--- src/rtl/tld_pkg.sv ---
package tld_pkg;
  localparam int QueueDepthDefault = 1024;
  localparam logic [7:0] ChCr = 8'h0D;
  localparam logic [7:0] ChLf = 8'h0A;

  typedef enum logic [1:0] {
    ActWrite = 2'd0,
    ActPop   = 2'd1,
    ActFlush = 2'd2,
    ActNone  = 2'd3
  } action_t;

  typedef enum logic [1:0] {
    SigNone = 2'd0,
    SigIntr = 2'd1,
    SigQuit = 2'd2,
    SigSusp = 2'd3
  } sig_t;

  typedef enum logic [2:0] {
    RegMode  = 3'd0,
    RegSig   = 3'd1,
    RegEdit  = 3'd2,
    RegEol   = 3'd3,
    RegGroup = 3'd4
  } reg_t;

  // Byte class decided by the datapath for a host write.
  typedef enum logic [2:0] {
    ClsSignal, ClsRaw, ClsErase, ClsKill, ClsEof, ClsStore, ClsStoreCommit
  } cls_t;

  typedef struct packed {
    logic load;     // capture the input beat
    logic apply;    // apply single-cycle update for the captured item
    logic pop_rd;   // issue queue read
    logic copy_rd;  // read line store at copy index
    logic copy_wr;  // push copied byte
    logic copy_end; // clear line, finish copy
    logic finish;   // latch result
  } cmd_t;

  typedef struct packed {
    cls_t       cls;
    logic [1:0] action;
    logic       line_empty;
    logic       copy_last;
  } stat_t;
endpackage

--- src/rtl/tld_controller.sv ---
module tld_controller import tld_pkg::*; (
  input  logic  clk,
  input  logic  rst,
  input  logic  s_tvalid,
  output logic  s_tready,
  output logic  m_tvalid,
  input  logic  m_tready,
  input  stat_t stat,
  output cmd_t  cmd
);
  typedef enum logic [2:0] {Idle, Apply, CopyRd, CopyWr, Finish} state_t;
  state_t state;
  logic   out_full;

  assign s_tready = (state == Idle) && (!out_full || m_tready);
  assign m_tvalid = out_full;

  always_comb begin
    cmd = '0;
    cmd.load = s_tvalid && s_tready;
    unique case (state)
      Apply: begin
        cmd.apply = 1'b1;
        cmd.pop_rd = 1'b1;
      end
      CopyRd: cmd.copy_rd = 1'b1;
      CopyWr: begin
        cmd.copy_wr = 1'b1;
        cmd.copy_end = stat.copy_last;
      end
      Finish: cmd.finish = !out_full || m_tready;
      default: ;
    endcase
  end

  always_ff @(posedge clk) begin
    if (rst) begin
      state <= Idle;
      out_full <= 1'b0;
    end else begin
      if (cmd.finish) out_full <= 1'b1;
      else if (m_tready) out_full <= 1'b0;
      unique case (state)
        Idle: if (cmd.load) state <= Apply;
        Apply: begin
          if ((stat.action == ActFlush ||
               (stat.action == ActWrite &&
                (stat.cls == ClsEof || stat.cls == ClsStoreCommit)))
              && !(stat.line_empty && stat.cls != ClsStoreCommit))
            state <= CopyRd;
          else if (stat.action == ActWrite && stat.cls == ClsStoreCommit)
            state <= CopyRd;
          else
            state <= Finish;
        end
        CopyRd: state <= stat.line_empty ? Finish : CopyWr;
        CopyWr: state <= stat.copy_last ? Finish : CopyRd;
        Finish: if (cmd.finish) state <= Idle;
        default: state <= Idle;
      endcase
    end
  end
endmodule

--- config.mk ---
export PLATFORM = sky130hd
export DESIGN_NAME = tld_controller
export DESIGN_NICKNAME = d
export VERILOG_FILES = /design/src/rtl/tld_pkg.sv /design/src/rtl/tld_controller.sv
export SDC_FILE = /design/constraint.sdc
export NUM_CORES = 1
export LEC_CHECK = 0
export BUFFER_PORTS_ARGS = -buffer_cell sky130_fd_sc_hd__buf_4
export CELL_PAD_IN_SITES_DETAIL_PLACEMENT = 1
export CELL_PAD_IN_SITES_GLOBAL_PLACEMENT = 1
export CORE_AREA = 10 10 47 49
export CTS_BUF_LIST = sky130_fd_sc_hd__clkbuf_4 sky130_fd_sc_hd__clkbuf_8
export DETAILED_ROUTE_END_ITERATION = 8
export DIE_AREA = 0 0 57 59
export PLACE_DENSITY_LB_ADDON = 0.1
export SETUP_SLACK_MARGIN = 0.5
export SYNTH_ARGS = -nofsm -noshare
export SYNTH_HDL_FRONTEND = slang
export SYNTH_SLANG_ARGS = --single-unit
--- constraint.sdc ---
create_clock -name clk -period 1.1 [get_ports clk]
set_input_delay 0.11 -clock clk [delete_from_list [all_inputs] [get_ports clk]]
set_output_delay 0.11 -clock clk [all_outputs]
set_load 0.05 [all_outputs]
* Word level (Yosys, flattened, before mapping)
Cells that the tools add are included.
** Storage, ports and cells
- Input bits :: 11
- Output and inout bits :: 9
- Bits in registers :: 4
** Operators by class
- Equal/unequal tests :: 10
- Multiplexer cells :: 13
- Reduce and logical (&&, ||, !) cells :: 15
** Operators by type and width (count)
- 2-to-1 mux 3 bit :: 6
- one-hot mux 3 bit (5 select lines) :: 1
- == test 3 bit (second input constant) :: 3
- == test 3 x 2 -> 1 bit (second input constant) :: 2
- logical AND 1 bit :: 6
- 2-to-1 mux 1 bit :: 4
- 2-to-1 mux 2 bit :: 2
- inequality test 2 bit (second input constant) :: 2
- == test 3 x 1 -> 1 bit (second input constant) :: 1
- zero test 3 bit :: 1
- logical OR 1 bit :: 3
- inequality test 3 bit (second input constant) :: 1
- == test 2 bit (second input constant) :: 1
- zero test 1 bit :: 2
- zero test 2 bit :: 1
- AND reduction 2 bit :: 1
- nonzero test 2 bit :: 1

* Logic depth before layout (Yosys ltp)
- Word-level depth :: 7
- Gate-level depth with buffers :: 5
- Depth with buffers taken out :: 4

* Least setup slack after synthesis
Ideal clock, no wire load.
- Kind :: reg-to-output
- Start point :: reg out_full (netlist: m_tvalid)
- End point :: out cmd[6] (netlist bit)
- Stages on the path, launching flop included :: 4
- Path buffers :: 0
- Data required time :: 990 ps
- Path slack :: -1787 ps
- Data arrival time :: 2777 ps
- Path through :: dfxtp_1 -> nor2b_1 -> nor4_1 -> and2_1
** RTL lines
- start: declaration :: RTL line tld_controller.sv:13 : logic out_full;
- start signal: assignment :: RTL line tld_controller.sv:39 : out_full <= 1'b0;
- start signal: assignment :: RTL line tld_controller.sv:41 : if (cmd.finish) out_full <= 1'b1;
- start signal: assignment :: RTL line tld_controller.sv:42 : else if (m_tready) out_full <= 1'b0;
- end: declaration :: RTL line tld_controller.sv:9 : output cmd_t cmd

==> flow_metrics.tcl <==
set metrics [dict create \
    drv_slew 0 \
    worst_hold_path_class "input port to register" \
    crit_path_max_incr_delay_ns 0.42 \
    core_area_um2 1400 \
    die_h_um 59 \
    placed_cells_incl_taps 73 \
    vias 399 \
    crit_fanout 6 \
    fmax_mhz 723 \
    setup_viol_count_final 11 \
    status "finished with violations" \
    violations "setup timing" \
    area_delta_synth_final_pct 157 \
    die_ar_um2 3360 \
    synth-seq-area-share 0.267 \
    tightest_slew_ns 0.234 \
    clock-skew-final_ns 0.00383 \
    first_pass_iters 4 \
    total_standard_cell_area_after_synthesis_um2 300 \
    antenna_violating_nets_post_route 0 \
    utilization 0.550 \
    power.leakage_nw 0.319 \
    clock_sinks 4 \
    synth_cell_types 21 \
    worst_setup_hold_path_clk_slew_ns 0.04 \
    power_mw 0.870 \
    ir_drop_v 0.000810 \
    unrepaired_setup_endpoints_after_global_routing "yes" \
    worst_path_max_delay_cell "sky130_fd_sc_hd__or3b_4" \
    final_layout_size_suffix_gt1_frac 0.826 \
    cts-buffers-inserted 3 \
    drc_errors 0 \
    crit_buf_inv 1 \
    clk_path_buf_depth 2 \
    max_cap_violations 0 \
    power.density_cell_area_nw_per_um2 1130 \
    place_congestion 0.745 \
    number_of_global_route_vias_before_repair 454 \
    row_count 14 \
    finalWorstPathRequiredPeriod_ns 1.38 \
    synthesis.nets 48 \
    ctsHtreeMaxLevel 1 \
    vias_per_cell 4.69 \
    crit_required_ns 0.99 \
    final.period_utilization 1.26 \
    top_level_ports 20 \
    die_width_um 57 \
    worstSetupStartpointType "register" \
    insertedDiodeCount 0 \
    cts_tree "done" \
    seqPwrFrac 0.204 \
    grt-ovfl-total 0 \
    num-fill-cells 165 \
    instances_no_fill 85 \
    grt_antenna_before_repair 0 \
    grt_max_degree 8 \
    worstSetupEndpointType "output port" \
    initial_drt_markers 4 \
    drt_wl_total_um 1470 \
    power.share.switching 0.376 \
    worst_skew_pair.late_latency_ns 0.24 \
    cp_data_arrival_time_ns 1.27 \
    total_area_of_multi_input_combinational_cells_um2 314 \
    net-switching-power_mw 0.327 \
    fin_nets 81 \
    cp_cell_sequence "or3b_4, nor2_4, buf_8" \
    grt_pass1_wl_um 2270 \
    combinationalPowerShare 0.531 \
    detailed_place_hpwl_um 1010 \
    power.share.clock 0.265 \
    cell_internal_pwr_mw 0.543 \
    path_delay_family "simple AND/OR/NAND/NOR gates" \
    crit_type "register to output port" \
    ys_seq_elements 4 \
    cts_root_buf "sky130_fd_sc_hd__clkbuf_4" \
    groute.usage.overall 0.0830 \
    port_buffers 19 \
    synth.avg_cell_area_um2 8.12 \
    area.sequential_um2 95.1 \
    yosys_warnings 0 \
    timing.final.hold_violations 0 \
    netlist_instances 37 \
    layout_setup_ws_ns -0.283 \
    worst_rel_slew_slack 0.843 \
    effective_utilization_at_floorplan 0.214 \
    avgRoutedWirePerCell_um 17.3 \
]
==> final timing paths <==
check / start / end / slack, ns / cells after the start
max: state[1] / cmd[0] / -0.28 / 3
min: rst / m_tvalid / 0.05 / 2
max reg2reg: state[1] / state[2] / -0.24 / 6
min reg2reg: state[1] / state[0] / 0.61 / 2
==> per-layer routing <==
metal	up-vias	GRT usage	wire length, um	part of all wire
met4	0	0.0101	0	0
met5	-	0	0	0
met3	0	0.0408	111	0.076
met2	13	0.160	881	0.60
met1	190	0.0796	475	0.32
li1	196	-	-	-
==> power by group through the flow <==
| stage | sequential [mW] | clock (mW) | combinational, mW |
|---|---|---|---|
| 6_report | 0.177 | 0.231 | 0.462 |
| 5_1_grt | 0.180 | 0.249 | 0.487 |
| 4_1_cts | 0.177 | 0.235 | 0.427 |
| 3_5_place_dp | 0.180 | 0 | 0.336 |
| 3_3_place_gp | 0.178 | 0 | 0.330 |
| 2_1_floorplan | 0.174 | 0 | 0.249 |
==> through the flow <==
step / setup WS [ns] / hold slack, ns / TNS, ns / instance area (um2)
final: -0.283 / 0.0479 / -2.11 / 771
after global routing: -0.331 / 0.0466 / -2.71 / 771
after CTS: -0.282 / 0.0364 / -1.83 / 704
after detailed placement: -0.141 / 0.295 / -0.433 / 544
after global placement: -0.0876 / 0.286 / -0.259 / 544
after floorplan: -0.604 / 0.169 / -1.51 / 389
==> cells in the mapped netlist (all sizes together) <==
cell type  count  area (um2)
nor2           5        18.8
nand2b         2        12.5
a21o           1        7.51
o21ai          2        10.0
o32ai          1        8.76
inv            1        3.75
a32oi          1        8.76
a21oi          2        10.0
a2111oi        1        10.0
o21a           1        7.51
nor3           3        15.0
mux2i          1        10.0
dfxtp          4        80.1
buf            3        30.0
and3           1        6.26
and2           2        12.5
or3b           1        11.3
and4bb         1        12.5
nor4           1        6.26
nor2b          3        18.8
==> worst register-to-register path: stages, from the launching register on <==
cell and delay (ns):
sky130_fd_sc_hd__dfxtp_4 0.36, sky130_fd_sc_hd__or3b_4 0.42, sky130_fd_sc_hd__buf_4 0.15, sky130_fd_sc_hd__buf_6 0.11, sky130_fd_sc_hd__o32ai_2 0.08, sky130_fd_sc_hd__a21oi_1 0.06
sky130_fd_sc_hd__nor2_1 0.09
==> kinds of logic after synthesis <==
group / Yosys count / synth area share
AOI/OAI and AO/OA: 9 / 0.208
DFF: 4 / 0.267
muxes: 1 / 0.0333
and+or+nand+nor: 19 / 0.379
buffers and inverters: 4 / 0.112
==> registers in the layout, summed over array words and instances (netlist names) <==
name,cells
state,3
m_tvalid,1
==> what timing repair did <==
item,in CTS,in global routing
setup endpoints to repair,13,13
setup buffers,3,5
pin swaps,6,1
hold buffers,0,0
resized for setup,25,8
==> cell type report <==
class,count,share of cell area
clock buffers,4,0.0390
inverters,1,0.00487
multi-input cells,29,0.407
flip-flops and latches,4,0.123
well taps,16,0.0260
repair buffers,31,0.399
==> cell usage in the layout (no fill, tap or decap) <==
cell type	instances
sky130_fd_sc_hd__a2111oi_4	1
sky130_fd_sc_hd__a21o_1	1
sky130_fd_sc_hd__a21oi_1	1
sky130_fd_sc_hd__a21oi_2	1
sky130_fd_sc_hd__a32oi_1	1
sky130_fd_sc_hd__and2_4	2
sky130_fd_sc_hd__and3_4	1
sky130_fd_sc_hd__and4bb_1	1
sky130_fd_sc_hd__buf_4	19
sky130_fd_sc_hd__buf_6	4
sky130_fd_sc_hd__buf_8	8
sky130_fd_sc_hd__clkbuf_4	4
sky130_fd_sc_hd__dfxtp_4	4
sky130_fd_sc_hd__inv_2	1
sky130_fd_sc_hd__mux2i_4	1
sky130_fd_sc_hd__nand2b_4	2
sky130_fd_sc_hd__nor2_1	3
sky130_fd_sc_hd__nor2_4	2
sky130_fd_sc_hd__nor2b_1	1
sky130_fd_sc_hd__nor2b_4	2
sky130_fd_sc_hd__nor3_1	1
sky130_fd_sc_hd__nor3_2	1
sky130_fd_sc_hd__nor3_4	1
sky130_fd_sc_hd__nor4_4	1
sky130_fd_sc_hd__o21a_1	1
sky130_fd_sc_hd__o21ai_1	2
sky130_fd_sc_hd__o32ai_2	1
sky130_fd_sc_hd__or3b_4	1
(Power assumes the default switching activity.)
